**src/hw/rtl/cmf_pkg.sv**
```systemverilog
// shared types, constants and helpers of the circular max filter
`timescale 1ns / 1ps
`default_nettype none
package cmf_pkg;
  localparam int MAX_RADIUS   = 32;
  localparam int MAX_WIDTH    = 1024;
  localparam int HEIGHT_LIMIT = 4096;
  localparam int STORE_ROWS   = 2 * MAX_RADIUS + 2;
  localparam int STORE_DEPTH  = STORE_ROWS * MAX_WIDTH;
  localparam int COL_W        = $clog2(MAX_WIDTH);
  localparam int SROW_W       = $clog2(STORE_ROWS);
  localparam int ADDR_W       = SROW_W + COL_W;
  localparam int RAD_W        = 6;
  localparam int WID_W        = 11;
  localparam int HGT_W        = 13;
  localparam int OROW_W       = 12;
  localparam int SEEN_W       = 23;
  localparam int OFS_W        = $clog2(MAX_RADIUS + 1) + 1;

  localparam logic [1:0] REG_RADIUS = 2'd0;
  localparam logic [1:0] REG_WIDTH  = 2'd1;
  localparam logic [1:0] REG_HEIGHT = 2'd2;

  localparam logic OP_PIXEL = 1'b0;
  localparam logic OP_FLUSH = 1'b1;

  typedef struct packed {
    logic [RAD_W-1:0] radius;
    logic [WID_W-1:0] width;
    logic [HGT_W-1:0] height;
  } cfg_t;

  typedef struct packed {
    logic              wr;
    logic [ADDR_W-1:0] waddr;
    logic [31:0]       wdata;
    logic              job;
    logic [COL_W-1:0]  ox;
    logic [OROW_W-1:0] oy;
    logic [SROW_W-1:0] oys;
    logic              last;
  } q_entry_t;

  typedef enum logic [1:0] {BK_IDLE, BK_SCAN, BK_DRAIN, BK_DONE} bk_state_t;

  function automatic logic [31:0] order_key(input logic [31:0] b);
    return b[31] ? ~b : (b ^ 32'h8000_0000);
  endfunction
endpackage
`default_nettype wire

```
**src/hw/rtl/cmf_front.sv**
```systemverilog
// front end: position counters, store write and output job classification
`timescale 1ns / 1ps
`default_nettype none
module cmf_front (
  input  wire                   clk,
  input  wire                   rst,
  input  wire cmf_pkg::cfg_t    cfg,
  input  wire                   cfg_clear,
  input  wire                   in_valid,
  output logic                  in_ready,
  input  wire                   opcode,
  input  wire  [31:0]           pixel_value,
  output logic                  q_push,
  output cmf_pkg::q_entry_t     q_entry,
  input  wire                   q_full
);
  import cmf_pkg::*;

  logic [COL_W-1:0]  in_col, in_col_next, out_col, out_col_next;
  logic [HGT_W-1:0]  in_row, in_row_next;
  logic [OROW_W-1:0] out_row, out_row_next;
  logic [SROW_W-1:0] in_srow, in_srow_next, out_srow, out_srow_next;
  logic [SEEN_W-1:0] seen, seen_next;
  logic [16:0]       lat;
  logic              accept, act, wr, job, last, clr;

  assign in_ready = !q_full;
  assign accept   = in_valid && in_ready;
  assign lat      = 17'(cfg.radius) * 17'(cfg.width) + 17'(cfg.radius);

  always_comb begin
    in_col_next   = in_col;
    in_row_next   = in_row;
    in_srow_next  = in_srow;
    out_col_next  = out_col;
    out_row_next  = out_row;
    out_srow_next = out_srow;
    seen_next     = seen;
    wr   = 1'b0;
    job  = 1'b0;
    last = 1'b0;
    clr  = 1'b0;
    act  = !(in_row < cfg.height && opcode == OP_FLUSH);
    if (act) begin
      wr = in_row < cfg.height;
      if (wr) begin
        if (12'(in_col) + 12'd1 >= 12'(cfg.width)) begin
          in_col_next  = '0;
          in_row_next  = in_row + 1'b1;
          in_srow_next = (in_srow == SROW_W'(STORE_ROWS - 1)) ? '0 : in_srow + 1'b1;
        end else begin
          in_col_next = in_col + 1'b1;
        end
      end
      seen_next = seen + 1'b1;
      if (seen_next > SEEN_W'(lat)) begin
        if (HGT_W'(out_row) >= cfg.height || WID_W'(out_col) >= cfg.width) begin
          clr = 1'b1;
        end else begin
          job  = 1'b1;
          last = (HGT_W'(out_row) == cfg.height - 1'b1) &&
                 (WID_W'(out_col) == cfg.width - 1'b1);
          if (last) begin
            clr = 1'b1;
          end else if (12'(out_col) + 12'd1 >= 12'(cfg.width)) begin
            out_col_next  = '0;
            out_row_next  = out_row + 1'b1;
            out_srow_next = (out_srow == SROW_W'(STORE_ROWS - 1)) ? '0 : out_srow + 1'b1;
          end else begin
            out_col_next = out_col + 1'b1;
          end
        end
      end
    end
  end

  assign q_push        = accept && act && (wr || job);
  assign q_entry.wr    = wr;
  assign q_entry.waddr = {in_srow, in_col};
  assign q_entry.wdata = pixel_value;
  assign q_entry.job   = job;
  assign q_entry.ox    = out_col;
  assign q_entry.oy    = out_row;
  assign q_entry.oys   = out_srow;
  assign q_entry.last  = last;

  always_ff @(posedge clk) begin
    if (rst || cfg_clear || (accept && clr)) begin
      in_col <= '0; in_row <= '0; in_srow <= '0;
      out_col <= '0; out_row <= '0; out_srow <= '0;
      seen <= '0;
    end else if (accept) begin
      in_col <= in_col_next; in_row <= in_row_next; in_srow <= in_srow_next;
      out_col <= out_col_next; out_row <= out_row_next; out_srow <= out_srow_next;
      seen <= seen_next;
    end
  end
endmodule
`default_nettype wire

```
**config.mk**
```make
export PLATFORM = sky130hd
export DESIGN_NAME = cmf_front
export DESIGN_NICKNAME = d
export VERILOG_FILES = /design/src/hw/rtl/cmf_pkg.sv /design/src/hw/rtl/cmf_front.sv
export SDC_FILE = /design/constraint.sdc
export NUM_CORES = 1
export LEC_CHECK = 0
export ABC_CLOCK_PERIOD_IN_PS = 7600
export BUFFER_PORTS_ARGS = -buffer_cell sky130_fd_sc_hd__buf_2
export CORE_MARGIN = 2
export CORE_UTILIZATION = 54
export CTS_BUF_LIST = sky130_fd_sc_hd__clkbuf_4
export CTS_CLUSTER_SIZE = 30
export DETAILED_ROUTE_END_ITERATION = 6
export PLACE_DENSITY = 0.8
export SLEW_MARGIN = 20
export SYNTH_ARGS = -nofsm -noshare
export SYNTH_HDL_FRONTEND = slang
export SYNTH_SLANG_ARGS = --single-unit
export TNS_END_PERCENT = 100
```
**constraint.sdc**
```tcl
create_clock -name clk -period 7.6 [get_ports clk]
set_input_delay 0.76 -clock clk [delete_from_list [all_inputs] [get_ports clk]]
set_output_delay 0.76 -clock clk [all_outputs]
set_load 0.01 [all_outputs]
```
==> key figures <==
Setup path
  • Worst EP required: between 6 and 7 ns
  • Bufs and invs on worst path: 6
  • Crit start category: input pin
  • CP most frequent cell: fa_1
  • Crit-path max cell delay: roughly 0.54 ns
  • Critical path's top delay family: adder cells
  • CP max FO: 3
  • Crit path DAT: between 6 and 7 ns
  • CP max stage cell: fa_1
  • CP Class: in -> out
  • Setup crit end kind: output port

Place
  • I/O Buffers: 86
  • Placement Setup Slack: -0.123 ns
  • Final Wtd Congestion: slightly above 0.9
  • Inst Count DP: about 1400
  • Post-DP HPWL: approximately 18 mm

Yosys
  • Cells after Synth: around 1100
  • #FFs+latches synth: 82
  • Post-Synth Adder-Cell Area: 0.253
  • Post-synth EDFFs: 0
  • Syn avg cell area: roughly 8.2 sq um
  • Complex-gate fraction of the synthesized area: 0.118
  • Most area-consuming cells after synthesis: dfxtp_1 (18%), ha_1 (17%), fa_1 (8.6%), xnor2_1 (6.6%), nor2_1 (4.9%)
  • Yosys warns: 0
  • Post-synthesis simple-gate area fraction: 0.261
  • Mux cell area share after synthesis: 0.00487
  • Yosys top cell area share: 0.177
  • Post-synthesis xor/xnor area fraction: 0.114
  • Main synth FF type: dfxtp_1
  • Fraction of registers with async set/reset: 0
  • Post-Syn Area: between 9000 and 10000 sq um
  • Post-synth top area cell: dfxtp_1
  • Largest family of logic cells by synthesized area: simple AND/OR/NAND/NOR gates
  • Post-synth net total: 1363
  • Sequential fraction of the synthesis area: 0.177
  • Yosys cell types: 80

Power and ir drop
  • Pwr Density: 142 nW/um^2
  • Design Power: about 1.4 mW
  • Static leakage: around 4.5 nW
  • Maximum vdd drop: approximately 0.12 mV

Global routing
  • Largest net degree at the start of global routing: 62
  • GRT Util Overall: 0.259
  • Initial antenna violation count: 1
  • First-pass GRT wire length: approximately 38 mm
  • Number of global-route vias before repair: around 7700
  • Total gr overflow: 0

Clocking
  • Clk pin slew, worst setup/hold paths: about 0.13 ns
  • Clock root cell: clkbuf_4
  • CTS tree: yes
  • CTS Hold Bufs: 0
  • CTS buffer count: 9
  • Clk_lat worst skew: between 0.4 and 0.5 ns
  • Clk buf depth: 2
  • CTS HTree Levels: 3
  • CTS Sinks: 82

Timing
  • Fmax: approximately 0.14 GHz
  • Rel. slew slack: 0.355
  • Worst Slack Setup Final: 0.276 ns
  • Fin crit period: 7.32 ns
  • Crit share post-route: 0.964
  • Worst-margin pin slew: roughly 0.96 ns
  • Clock Skew: about 0.026 ns
  • Fin. max-slew vios: 0
  • Fin. Hold Viols: 0
  • Sum Neg Setup Slack: 0 ns
  • Final setup viols: 0

Die
  • Die Ht: around 130 microns
  • IO Pins: 151
  • Num rows: 47
  • Die ar.: around 18000 sq um
  • Die width: 135 microns
  • Core area: between 15000 and 20000 sq um
  • Initial Util: 0.556

Routing
  • Post-Route WL: roughly 24 mm
  • DR DRC count: 0
  • Avg WL per Cell: 16.7 microns
  • Vias/cell: ~6
  • Initial DRT Pass Iterations: 7
  • WL met1: between 10 and 15 mm
  • Met3 WL: 1.64 mm
  • Top Metal Used: met4
  • Metal2 WL: slightly above 10 mm
  • ANT nets after route: 0
  • Via Count: 8238
  • Detailed Route Iter0 Violations: roughly 630

Cells and area
  • Non-Filler Instances: 1408
  • Final Util: 0.599
  • Ratio of cells with drive above 1 in the final layout: 0.141
  • Nets: 1415
  • Layout Area Growth over Synthesis: 7.65%

Flow run
  • Total of max-cap violations: 0

Run status
  • Status: complete, no violations

Worst hold path
  • Hold Crit Class: reg -> reg
[layout make-up]
cell class | count | area, sq um
multi-input combinational | 913 | 7050
fill | 1478 | 6680
sequential | 82 | 1640
timing repair buffer | 114 | 653
tap | 220 | 275
inverter | 64 | 244
clock buffer | 9 | 67.6
clock inverter | 5 | 32.5
antenna | 1 | 2.50
[per-stage QoR]
step | instance area, sq um | hold WS, ns
after floorplan | 9270 | 0.475
after global placement | 9750 | 0.492
after detailed placement | 9750 | 0.492
after CTS | 9870 | 0.513
after global routing | 9970 | 0.569
final | 9970 | 0.518
[worst paths after layout]
path                            startpoint                        to  slack [ns]  cells after the start
setup / recovery                   cfg[26]                q_entry[0]        0.28                     30
hold / removal    out_srow[6]$_SDFFE_PP0P_  out_srow[6]$_SDFFE_PP0P_        0.52                      2
setup reg to reg      seen[0]$_SDFFE_PP0P_  out_srow[5]$_SDFFE_PP0P_        3.02                     17
hold reg to reg   out_srow[6]$_SDFFE_PP0P_  out_srow[6]$_SDFFE_PP0P_        0.52                      2
[layout by cell type (no fill, tap or decap), drive strengths merged, types with 4 or more instances in the layout]
| cell | Yosys | routed |
|---|---|---|
| nor4 | 13 | 13 |
| fa | 40 | 40 |
| nor3b | 5 | 5 |
| clkbuf | 28 | 9 |
| xor2 | 50 | 50 |
| nor3 | 39 | 39 |
| o21a | 7 | 7 |
| and4 | 7 | 7 |
| ha | 123 | 123 |
| nand2b | 4 | 4 |
| nand3b | 6 | 6 |
| clkinv | 2 | 5 |
| a21o | 12 | 12 |
| a31oi | 11 | 11 |
| nand2 | 70 | 70 |
| o21ai | 41 | 41 |
| nor2b | 16 | 16 |
| a21oi | 49 | 49 |
| or3 | 13 | 13 |
| dfxtp | 82 | 82 |
| nand4 | 26 | 26 |
| nand3 | 45 | 45 |
| and2 | 48 | 48 |
| or4 | 8 | 8 |
| a22oi | 6 | 6 |
| a211oi | 7 | 7 |
| nor2 | 120 | 120 |
| buf | 45 | 114 |
| inv | 62 | 63 |
| xnor2 | 70 | 70 |
| and3 | 21 | 21 |
[synthesized netlist by cell type (11+ instances only)]
cell,n
nand2_1,68
and2_1,47
and3_1,21
a21oi_1,48
clkbuf_1,27
nand4_1,25
ha_1,123
xor2_1,50
nand3_1,44
o21ai_0,40
nor3_1,39
nor2b_1,16
or3_1,13
fa_1,40
nor4_1,11
dfxtp_1,82
xnor2_1,70
buf_4,36
a21o_1,12
nor2_1,120
inv_1,62
[routing by layer]
layer	global-route usage	vias up
li1	-	4020
met1	0.362	3904
met2	0.394	266
met3	0.0593	48
met4	0.0909	0
met5	0	-
[power by group]
group	total, mW	internal [mW]	switching, mW
Combinational	0.759	0.330	0.429
Clock	0.230	0.0637	0.166
Sequential	0.431	0.430	0.000462
Total	1.42	0.824	0.596
[registers in the layout (all words and copies together), names as in the netlist]
register,cells
out_srow,7
out_col,10
in_col,10
in_srow,7
seen,23
in_row,13
out_row,12
[worst min-delay path: stages (launching register included)]
cell and delay (ns):
dfxtp_1 0.35, o21ai_0 0.07, a21oi_1 0.06
[what timing repair did]
action                                  CTS  global route
endpoints found under the setup margin    1             3
setup buffers                             0             2
gates resized for setup                   2            18
pin swaps                                 0            19
cloned                                    0             0
[cells by family after synthesis]
kind of cell / after synthesis
fa+ha+maj: 163
simple gates: 457
xor+xnor: 120
mux: 4
flops: 82
compound gates: 169
buf+inv: 137
No activity file was read; power rests on OpenSTA's default activity.
