$ cat src/hw/rtl/cmf_pkg.sv
// shared types, constants and helpers of the circular max filter
`timescale 1ns / 1ps
`default_nettype none
package cmf_pkg;
  localparam int MAX_RADIUS   = 32;
  localparam int MAX_WIDTH    = 1024;
  localparam int HEIGHT_LIMIT = 4096;
  localparam int STORE_ROWS   = 2 * MAX_RADIUS + 2;
  localparam int STORE_DEPTH  = STORE_ROWS * MAX_WIDTH;
  localparam int COL_W        = $clog2(MAX_WIDTH);
  localparam int SROW_W       = $clog2(STORE_ROWS);
  localparam int ADDR_W       = SROW_W + COL_W;
  localparam int RAD_W        = 6;
  localparam int WID_W        = 11;
  localparam int HGT_W        = 13;
  localparam int OROW_W       = 12;
  localparam int SEEN_W       = 23;
  localparam int OFS_W        = $clog2(MAX_RADIUS + 1) + 1;

  localparam logic [1:0] REG_RADIUS = 2'd0;
  localparam logic [1:0] REG_WIDTH  = 2'd1;
  localparam logic [1:0] REG_HEIGHT = 2'd2;

  localparam logic OP_PIXEL = 1'b0;
  localparam logic OP_FLUSH = 1'b1;

  typedef struct packed {
    logic [RAD_W-1:0] radius;
    logic [WID_W-1:0] width;
    logic [HGT_W-1:0] height;
  } cfg_t;

  typedef struct packed {
    logic              wr;
    logic [ADDR_W-1:0] waddr;
    logic [31:0]       wdata;
    logic              job;
    logic [COL_W-1:0]  ox;
    logic [OROW_W-1:0] oy;
    logic [SROW_W-1:0] oys;
    logic              last;
  } q_entry_t;

  typedef enum logic [1:0] {BK_IDLE, BK_SCAN, BK_DRAIN, BK_DONE} bk_state_t;

  function automatic logic [31:0] order_key(input logic [31:0] b);
    return b[31] ? ~b : (b ^ 32'h8000_0000);
  endfunction
endpackage
`default_nettype wire

$ cat src/hw/rtl/cmf_queue.sv
// two-entry queue between front and back
`timescale 1ns / 1ps
`default_nettype none
module cmf_queue (
  input  wire                clk,
  input  wire                rst,
  input  wire                push,
  input  wire cmf_pkg::q_entry_t din,
  output logic               full,
  input  wire                pop,
  output cmf_pkg::q_entry_t  dout,
  output logic               not_empty
);
  import cmf_pkg::*;

  q_entry_t   slot [2];
  logic       wp, rp;
  logic [1:0] count;

  assign full      = count == 2'd2;
  assign not_empty = count != 2'd0;
  assign dout      = slot[rp];

  always_ff @(posedge clk) begin
    if (push) slot[wp] <= din;
  end

  always_ff @(posedge clk) begin
    if (rst) begin
      wp <= 1'b0; rp <= 1'b0; count <= '0;
    end else begin
      if (push) wp <= ~wp;
      if (pop)  rp <= ~rp;
      count <= count + 2'(push) - 2'(pop);
    end
  end
endmodule
`default_nettype wire

$ cat config.mk
export PLATFORM = sky130hd
export DESIGN_NAME = cmf_queue
export DESIGN_NICKNAME = d
export VERILOG_FILES = /design/src/hw/rtl/cmf_pkg.sv /design/src/hw/rtl/cmf_queue.sv
export SDC_FILE = /design/constraint.sdc
export NUM_CORES = 1
export LEC_CHECK = 0
export ABC_AREA = 1
export BUFFER_PORTS_ARGS = -buffer_cell sky130_fd_sc_hd__buf_2
export CELL_PAD_IN_SITES_DETAIL_PLACEMENT = 1
export CELL_PAD_IN_SITES_GLOBAL_PLACEMENT = 1
export CORE_MARGIN = 3
export CORE_UTILIZATION = 40
export DETAILED_ROUTE_END_ITERATION = 16
export PLACE_DENSITY = 0.87
export RECOVER_POWER = 50
export SLEW_MARGIN = 10
export SYNTH_ARGS = -nofsm -noshare
export SYNTH_HDL_FRONTEND = slang
export SYNTH_SLANG_ARGS = --single-unit
$ cat constraint.sdc
create_clock -name clk -period 5.48 [get_ports clk]
set_clock_uncertainty 0.15 [all_clocks]
set_input_delay 1.096 -clock clk [delete_from_list [all_inputs] [get_ports clk]]
set_output_delay 1.096 -clock clk [all_outputs]
set_load 0.03 [all_outputs]
==> flow_metrics.py, run 1 <==
metrics = {
    "status": {
        "outcome": "complete, but fails checks",
        "violations": "capacitance limit, slew limit",
    },
    "global_routing": {
        "grt_pass1_vias": 3569,
        "grt_overflow_total": 0,
        "grt_usage_pct": 14.70,
        "antenna_found_initial": 1,
        "grt_max_degree": 53,
        "grt_pass1_wl_um": 19800,
    },
    "sta": {
        "worst_slack_ns": 1.627,
        "finalMaxSlewViolations": 28,
        "hold_viol_final": 0,
        "fmax_mhz": 259.5,
        "worstMarginPinSlew_ns": 1.717,
        "fin_crit_ns": 3.853,
        "setup_tns_ns": 0,
        "period_share_pct": 70.31,
        "rsz0062_at_grt": "no",
        "fin_hold_ws_ns": 0.3790,
        "finalSetupViolations": 0,
        "slew_headroom_pct": -14.46,
    },
    "synth": {
        "ys.flop_type": "edfxtp_1",
        "synth_top_area_share_pct": 75.16,
        "synth_async_sr_flop_share_pct": 0,
        "synthTopCellsByCount": "162 x edfxtp_1, 80 x mux2_4, 8 x buf_12, 8 x inv_1, 7 x nor2_1",
        "synth_seq_cells": 167,
        "syn-num-nets": 370,
        "syn_avg_cell_area_sq_um": 22.87,
        "synthCells": 283,
        "ys.warnings.count": 0,
        "synth_area_leaders": "edfxtp_1 75%, mux2_4 19%, buf_12 2.5%",
        "netlist_area_sq_mm": 0.006472,
        "synthDistinctLibCells": 14,
        "yosysTopAreaCell": "edfxtp_1",
        "synth.most_common_cell": "edfxtp_1",
        "yosysSeqAreaShare_pct": 76.71,
        "synth_edf_count": 162,
    },
    "clocking": {
        "cts_tree": "yes",
        "cts_inserted_buffers": 17,
        "cts_setup_buffers": 0,
        "clk_pin_slew_ns": 0.06,
        "clkSinkCount": 167,
        "clk_latency_ns": 0.41,
        "cts-root-buf": "clkbuf_16",
        "cts_hold_buf": 0,
        "htreeDepth": 4,
        "clockBufferDepth": 2,
        "ctsResizeCount": 0,
    },
    "placed_design": {
        "place_inst": 656,
        "dpl_cell_area_sq_mm": 0.007456,
        "numPortBuffers": 167,
        "gp_congestion": 0.7014,
        "dp_hpwl_um": 8861,
        "pre_cts_ws_ns": 2.300,
    },
    "floorplanning": {
        "die-area_sq_mm": 0.01774,
        "fp.dieH_um": 133.2,
        "start_util_pct": 41.65,
        "die_w_um": 133.2,
        "fp.coreArea_sq_mm": 0.01554,
        "rows": 45,
        "ios": 168,
    },
    "power": {
        "fin_total_pwr_mw": 3.203,
        "ir_drop_v": 0.0002709,
        "power_density_mw_per_mm2": 399.9,
        "power.leakage_nw": 3.070,
    },
    "setup_path": {
        "worstSetupPathType": "in2reg",
        "worstPathRequired_ns": 5.41,
        "arrival_ns": 3.79,
        "start_kind": "input port",
        "path_max_fanout": 43,
        "endpoint_kind": "register",
    },
    "detailed_routing": {
        "drcViolationCount": 0,
        "routed_wl_um": 12830,
        "ant_nets": 0,
        "wl_per_cell_um": 18.65,
        "drtIter0Drc": 148,
        "dr.pass1.iters": 4,
        "avgViaCountPerCell": 4.641,
        "vias": 3193,
    },
    "layout": {
        "n_fill_cell": 1517,
        "n_antenna_cell": 0,
        "num-nets-final": 552,
        "fin_util_pct": 51.54,
        "drive_gt1_share_pct": 46.33,
        "area_delta_synth_final_pct": 23.74,
        "finalNonFillerCells": 688,
        "fin_area_sq_mm": 0.008009,
    },
    "run": {
        "drv_cap": 1,
    },
    "hold_path": {
        "hold_path_class": "reg2reg",
    },
}
## final cells by class
type | instances | area, sq um | share of cell area [%]
sequential | 167 | 4969 | 62.04
multi-input combinational | 99 | 1306 | 16.31
clock buffer | 17 | 425.4 | 5.312
tap | 211 | 264.0 | 3.296
timing repair buffer | 172 | 807.0 | 10.08
clock inverter | 14 | 206.4 | 2.578
inverter | 8 | 31.28 | 0.3906
## sequential cells by signal, indices dropped and copies added (netlist names), named ones only
signal  count
count       2
wp          1
rp          1
slot      162
## per-layer routing
metal | vias to the layer above | share of wire (%) | GRT usage [%]
met3 | 19 | 6.2 | 4.721
met2 | 115 | 52 | 25.45
met1 | 1592 | 39 | 16.96
li1 | 1465 | - | -
met4 | 2 | 1.9 | 5.886
met5 | - | 0.14 | 0
## cell usage in the layout (no fill, tap or decap), drive strengths merged
cell type,netlist,routed
nor3,1,1
bufinv,0,5
nand2,5,5
a21oi,1,1
ha,2,2
mux2,81,81
clkbuf,0,78
buf,9,111
edfxtp,162,162
clkinvlp,0,2
dfxtp,5,5
xnor2,1,1
nand3,1,1
clkinv,0,7
inv,8,8
nor2,7,7
## where the power goes
group          internal (mW)  switching [mW]
Sequential              1.48          0.0331
Clock                  0.802           0.464
Combinational          0.168           0.255
## logic make-up after synthesis
kind of cell,share of synthesized area [%]
AOI/OAI and AO/OA,0.07725
xor gates and xnor gates,0.1353
adders and majority gates,0.3866
buffers and inverters,3.112
DFF,76.71
muxes,18.73
and+or+nand+nor,0.8505
## critical path, stage by stage
cell and delay, ns:
clkbuf_1 0.16, inv_1 0.06, nor2_1 0.76, clkbuf_1 1.31, buf_12 0.35
## path summary, 6_finish.rpt
check	start	end	slack [ns]	cells past startpoint
max	push	slot[0][26]$_DFFE_PP_	1.63	5
min reg2reg	wp$_SDFFE_PP0P_	wp$_SDFFE_PP0P_	0.38	2
min	wp$_SDFFE_PP0P_	wp$_SDFFE_PP0P_	0.38	2
max reg2reg	wp$_SDFFE_PP0P_	slot[0][26]$_DFFE_PP_	2.19	3
No activity file was read; power rests on OpenSTA's default activity.
==> run 2, diff against run 1 <==
--- a/config.mk
+++ b/config.mk
@@ -5,14 +5,14 @@
 export SDC_FILE = /design/constraint.sdc
 export NUM_CORES = 1
 export LEC_CHECK = 0
-export ABC_AREA = 1
+export ABC_AREA = 0
 export BUFFER_PORTS_ARGS = -buffer_cell sky130_fd_sc_hd__buf_2
 export CELL_PAD_IN_SITES_DETAIL_PLACEMENT = 1
 export CELL_PAD_IN_SITES_GLOBAL_PLACEMENT = 1
 export CORE_MARGIN = 3
-export CORE_UTILIZATION = 40
+export CORE_UTILIZATION = 45
 export DETAILED_ROUTE_END_ITERATION = 16
-export PLACE_DENSITY = 0.87
+export PLACE_DENSITY = 0.92
 export RECOVER_POWER = 50
 export SLEW_MARGIN = 10
 export SYNTH_ARGS = -nofsm -noshare
==> constraint.sdc (replaced) <==
create_clock -name clk -period 3.6 [get_ports clk]
set_clock_uncertainty 0.15 [all_clocks]
set_input_delay 0.72 -clock clk [delete_from_list [all_inputs] [get_ports clk]]
set_output_delay 0.72 -clock clk [all_outputs]
set_load 0.03 [all_outputs]
==> flow_metrics.py, run 2 <==
metrics = {
    "setup_path": {
        "worstSetupPathType": "in2reg",
        "start_kind": "input port",
        "slowest_stage": "buf_2",
        "slowest_delay_ns": 1.42,
        "worstPathRequired_ns": 3.45,
        "arrival_ns": 2.72,
        "crit_family": "buffers and inverters",
        "endpoint_kind": "register",
        "path_max_fanout": 79,
        "path_buf_inv": 2,
        "crit_chain": "clkbuf_1 -> nor2b_1 -> buf_2",
    },
    "synth": {
        "synth_seq_cells": 167,
        "synth_area_leaders": "edfxtp_1 75%, mux2_4 19%, buf_12 2.5%",
        "synthTopCellsByCount": "162 x edfxtp_1, 80 x mux2_4, 8 x buf_12",
        "yosysSeqAreaShare_pct": 76.77,
        "syn-num-nets": 360,
        "synth_async_sr_flop_share_pct": 0,
        "synthCells": 273,
        "syn_avg_cell_area_sq_um": 23.69,
        "ys.warnings.count": 0,
        "synth_top_area_share_pct": 75.22,
        "yosysTopAreaCell": "edfxtp_1",
        "synth_edf_count": 162,
        "synthDistinctLibCells": 14,
        "netlist_area_sq_mm": 0.006467,
        "synth.most_common_cell": "edfxtp_1",
        "ys.flop_type": "edfxtp_1",
    },
    "clocking": {
        "htreeDepth": 4,
        "cts_setup_buffers": 0,
        "cts-root-buf": "clkbuf_16",
        "clk_pin_slew_ns": 0.06,
        "clkSinkCount": 167,
        "clk_latency_ns": 0.41,
        "cts_hold_buf": 0,
        "clockBufferDepth": 2,
        "cts_tree": "yes",
        "ctsResizeCount": 0,
        "cts_inserted_buffers": 17,
    },
    "detailed_routing": {
        "routed_wl_um": 12470,
        "avgViaCountPerCell": 4.862,
        "vias": 3131,
        "wl_per_cell_um": 19.36,
        "ant_nets": 0,
        "drtIter0Drc": 167,
        "drcViolationCount": 0,
        "dr.pass1.iters": 4,
    },
    "floorplanning": {
        "die-area_sq_mm": 0.01585,
        "ios": 168,
        "rows": 43,
        "die_w_um": 125.9,
        "fp.dieH_um": 125.9,
        "fp.coreArea_sq_mm": 0.01399,
        "start_util_pct": 46.23,
    },
    "sta": {
        "worstMarginPinSlew_ns": 1.887,
        "worst_slack_ns": 0.7293,
        "hold_viol_final": 0,
        "slew_headroom_pct": -25.83,
        "rsz0062_at_grt": "no",
        "finalMaxSlewViolations": 80,
        "setup_tns_ns": 0,
        "period_share_pct": 79.74,
        "fin_crit_ns": 2.871,
        "fmax_mhz": 348.4,
        "finalSetupViolations": 0,
    },
    "run": {
        "drv_cap": 1,
    },
    "power": {
        "power_density_mw_per_mm2": 598.0,
        "p_seq_share_pct": 49.1,
        "clkPwrFrac_pct": 35.8,
        "power.switching_mw": 1.150,
        "pwr-share-comb_pct": 15.1,
        "switching_share_pct": 24.43,
        "p_int_mw": 3.557,
        "power.leakage_nw": 2.996,
        "fin_total_pwr_mw": 4.707,
        "ir_drop_v": 0.0003069,
    },
    "layout": {
        "area_delta_synth_final_pct": 21.71,
        "top_register": "slot",
        "largest_reg_flops": 162,
        "num-nets-final": 540,
        "layout_commonest_cell": "edfxtp_1",
        "drive_gt1_share_pct": 46.55,
        "multi_input_area_sq_mm": 0.001325,
        "n_antenna_cell": 0,
        "final_cell_mix": "162 x edfxtp_1, 106 x buf_2, 80 x mux2_4",
        "ff_latch_area_sq_mm": 0.004969,
        "n_fill_cell": 1319,
        "reg_top3": "slot x162, count x2",
    },
    "status": {
        "outcome": "complete, but fails checks",
        "violations": "capacitance limit, slew limit",
    },
    "placed_design": {
        "dp_hpwl_um": 8474,
        "gp_congestion": 0.7607,
        "numPortBuffers": 167,
        "pre_cts_ws_ns": 1.287,
    },
    "global_routing": {
        "grt_pass1_wl_um": 19390,
        "met1_usage_pct": 18.78,
        "busiest_layer": "met2",
        "grt_overflow_total": 0,
        "grt.met2_usage_pct": 27.86,
        "met3_usage_pct": 5.895,
        "grt_usage_pct": 16.14,
        "grt_pass1_vias": 3534,
        "antenna_found_initial": 0,
        "grt_max_degree": 82,
    },
    "hold_path": {
        "hold_path_class": "in2reg",
    },
}
run 2: metal layers:
metal | share of wire (%) | wire, um
met5 | 0 | 0
met4 | 1.2 | 148
met3 | 6.5 | 816
met2 | 53 | 6631
met1 | 39 | 4874
run 2: cell type report:
| type | count | area share, % |
|---|---|---|
| Sequential cell | 167 | 63.12 |
| Multi-Input combinational cell | 95 | 16.83 |
| Timing Repair Buffer | 170 | 10.21 |
| Clock buffer | 19 | 5.500 |
| Tap cell | 180 | 2.861 |
| Clock inverter | 11 | 1.383 |
| Inverter | 2 | 0.09537 |
run 2: path summary, 6_finish.rpt:
path                    from                    end  slack (ns)  cells after the start
min                  din[22]  slot[0][22]$_DFFE_PP_        0.35                      1
max reg2reg  wp$_SDFFE_PP0P_  slot[0][34]$_DFFE_PP_        0.95                      2
max                     push  slot[0][34]$_DFFE_PP_        0.73                      3
min reg2reg  rp$_SDFFE_PP0P_               register        0.38                      2
run 2: through the flow:
step | area [sq um] | hold slack [ns] | std cells | utilization [%]
finish | 7871 | 0.3497 | 644 | 56.27
global route | 7871 | 0.3135 | 644 | 56.27
CTS | 7973 | 0.3207 | 644 | 56.99
detailed placement | 7431 | 0.3799 | 614 | 53.12
global placement | 7431 | 0.3450 | 614 | 53.12
floorplan | 6470 | 0.3299 | 273 | -
run 2: kinds of logic after synthesis:
| kind of cell | Yosys count | synth area share [%] |
|---|---|---|
| buf+inv | 11 | 2.766 |
| fa+ha+maj | 2 | 0.3869 |
| flops | 167 | 76.77 |
| xor+xnor | 3 | 0.6191 |
| mux | 81 | 18.75 |
| simple gates | 9 | 0.7159 |
run 2: power groups by stage:
stage | Sequential (mW) | Combinational (mW) | Clock (mW)
3_3_place_gp | 2.34 | 0.718 | 0
3_5_place_dp | 2.35 | 0.738 | 0
2_1_floorplan | 2.34 | 0.556 | 0
4_1_cts | 2.31 | 0.741 | 1.73
6_report | 2.31 | 0.712 | 1.68
5_1_grt | 2.32 | 0.756 | 1.82
==> run 3, diff against run 2 <==
==> constraint.sdc (replaced) <==
create_clock -name clk -period 2.8 [get_ports clk]
set_clock_uncertainty 0.15 [all_clocks]
set_input_delay 0.56 -clock clk [delete_from_list [all_inputs] [get_ports clk]]
set_output_delay 0.56 -clock clk [all_outputs]
set_load 0.03 [all_outputs]
==> flow_metrics.py, run 3 (same netlist as run 2, synthesis figures left out) <==
metrics = {
    "global_routing": {
        "grt_usage_pct": 16.10,
        "antenna_found_initial": 0,
        "grt_pass1_vias": 3558,
        "grt_max_degree": 49,
        "grt_pass1_wl_um": 19200,
        "grt_overflow_total": 0,
    },
    "floorplanning": {
        "rows": 43,
        "ios": 168,
        "fp.dieH_um": 125.9,
        "die_w_um": 125.9,
        "die-area_sq_mm": 0.01585,
        "start_util_pct": 46.23,
        "fp.coreArea_sq_mm": 0.01399,
    },
    "layout": {
        "num-nets-final": 545,
        "drive_gt1_share_pct": 47.87,
        "final_cell_mix": "162 x edfxtp_1, 108 x buf_2, 80 x mux2_4",
        "finalNonFillerCells": 650,
        "reg_top3": "slot x162, count x2",
        "fin_area_sq_mm": 0.008005,
        "largest_reg_flops": 162,
        "n_antenna_cell": 0,
        "layout_commonest_cell": "edfxtp_1",
        "area_delta_synth_final_pct": 23.78,
        "top_register": "slot",
    },
    "clocking": {
        "clk_pin_slew_ns": 0.06,
        "htreeDepth": 4,
        "ctsResizeCount": 0,
        "clkSinkCount": 167,
        "cts_setup_buffers": 0,
        "cts_hold_buf": 0,
        "cts-root-buf": "clkbuf_16",
        "cts_tree": "yes",
        "cts_inserted_buffers": 17,
        "clk_latency_ns": 0.41,
        "clockBufferDepth": 2,
    },
    "detailed_routing": {
        "drcViolationCount": 0,
        "ant_nets": 0,
        "drtIter0Drc": 185,
        "routed_wl_um": 12540,
        "vias": 3103,
        "wl_per_cell_um": 19.29,
        "avgViaCountPerCell": 4.774,
        "dr.pass1.iters": 5,
    },
    "sta": {
        "setup_tns_ns": 0,
        "rsz0062_at_grt": "no",
        "period_share_pct": 90.38,
        "slew_headroom_pct": 40.92,
        "worstMarginPinSlew_ns": 0.8862,
        "finalSetupViolations": 0,
        "finalMaxSlewViolations": 0,
        "fmax_mhz": 395.1,
        "hold_viol_final": 0,
        "fin_hold_ws_ns": 0.1839,
        "fin_crit_ns": 2.531,
    },
    "placed_design": {
        "place_inst": 619,
        "numPortBuffers": 167,
        "dpl_cell_area_sq_mm": 0.007468,
        "gp_congestion": 0.7536,
        "dp_hpwl_um": 8985,
    },
    "hold_path": {
        "hold_start": "din[18]",
        "hold_depth": 1,
        "hold_path_class": "in2reg",
        "whs_endpoint": "slot[1][18]$_DFFE_PP_",
    },
    "setup_path": {
        "r2r-start": "wp$_SDFFE_PP0P_",
        "worstSetupPathType": "reg2out",
        "rrSetupSlack_ns": 1.07,
        "arrival_ns": 1.82,
        "path_max_fanout": 17,
        "endpoint_kind": "primary output",
        "r2r_cells": 2,
        "reg2reg_to": "slot[0][41]$_DFFE_PP_",
        "start_kind": "register",
        "worstPathRequired_ns": 2.09,
    },
    "power": {
        "ir_drop_v": 0.0004630,
        "power_density_mw_per_mm2": 790.0,
        "fin_total_pwr_mw": 6.324,
        "power.leakage_nw": 3.074,
    },
    "status": {
        "outcome": "finished, final reports clean",
    },
    "run": {
        "drv_cap": 0,
    },
}
[run 3: changes by cell type in the layout (fill, tap and decap cells not counted)]
cell	previous run	this run
buf_4	0	4
clkinv_1	4	0
bufinv_16	2	5
buf_2	106	108
clkinv_4	0	2
clkinvlp_4	2	0
and2_2	1	0
and2_4	0	1
buf_1	0	1
buf_12	2	3
clkbuf_2	0	1
clkinv_2	2	1
inv_6	1	0
[run 3: worst max-delay path by stage]
stage	from	to	slack, ns	cells after the start
finish	register	dout[29]	0.27	3
CTS	register	dout[29]	0.23	3
floorplan	push	slot[0][0]$_DFFE_PP_	0.43	1
detailed placement	register	dout[29]	0.69	3
global placement	register	dout[73]	0.73	3
global route	register	dout[29]	0.18	3
[run 3: worst max-delay path, cell delays in order (launching register included)]
cell and delay (ns):
dfxtp_4 0.58, buf_4 0.32, mux2_4 0.32, buf_2 0.18
[run 3: metal layers]
layer	track usage (%)	vias up	wire length (um)
li1	-	1443	-
met1	17.14	1538	4584
met2	29.42	107	6976
met3	5.768	15	822
met4	5.615	0	155
met5	0	-	0
[run 3: power breakdown]
group	switching (mW)	internal (mW)
sequential	0.0608	2.92
combinational	0.548	0.370
clock	0.847	1.58
total	1.46	4.87
[run 3: layout make-up]
class | instances | area [sq um]
multi-input combinational | 95 | 1326
clock inverter | 8 | 172.7
sequential | 167 | 4969
clock buffer | 23 | 447.9
tap | 180 | 225.2
inverter | 2 | 7.507
timing repair buffer | 175 | 857.1
fill | 1307 | 5983
[run 3: metrics by stage]
stage | utilization (%) | setup slack, ns
2_1_floorplan | - | 0.4341
3_3_place_gp | 53.39 | 0.7343
3_5_place_dp | 53.39 | 0.6884
4_1_cts | 57.83 | 0.2273
5_1_grt | 57.23 | 0.1813
6_report | 57.23 | 0.2693
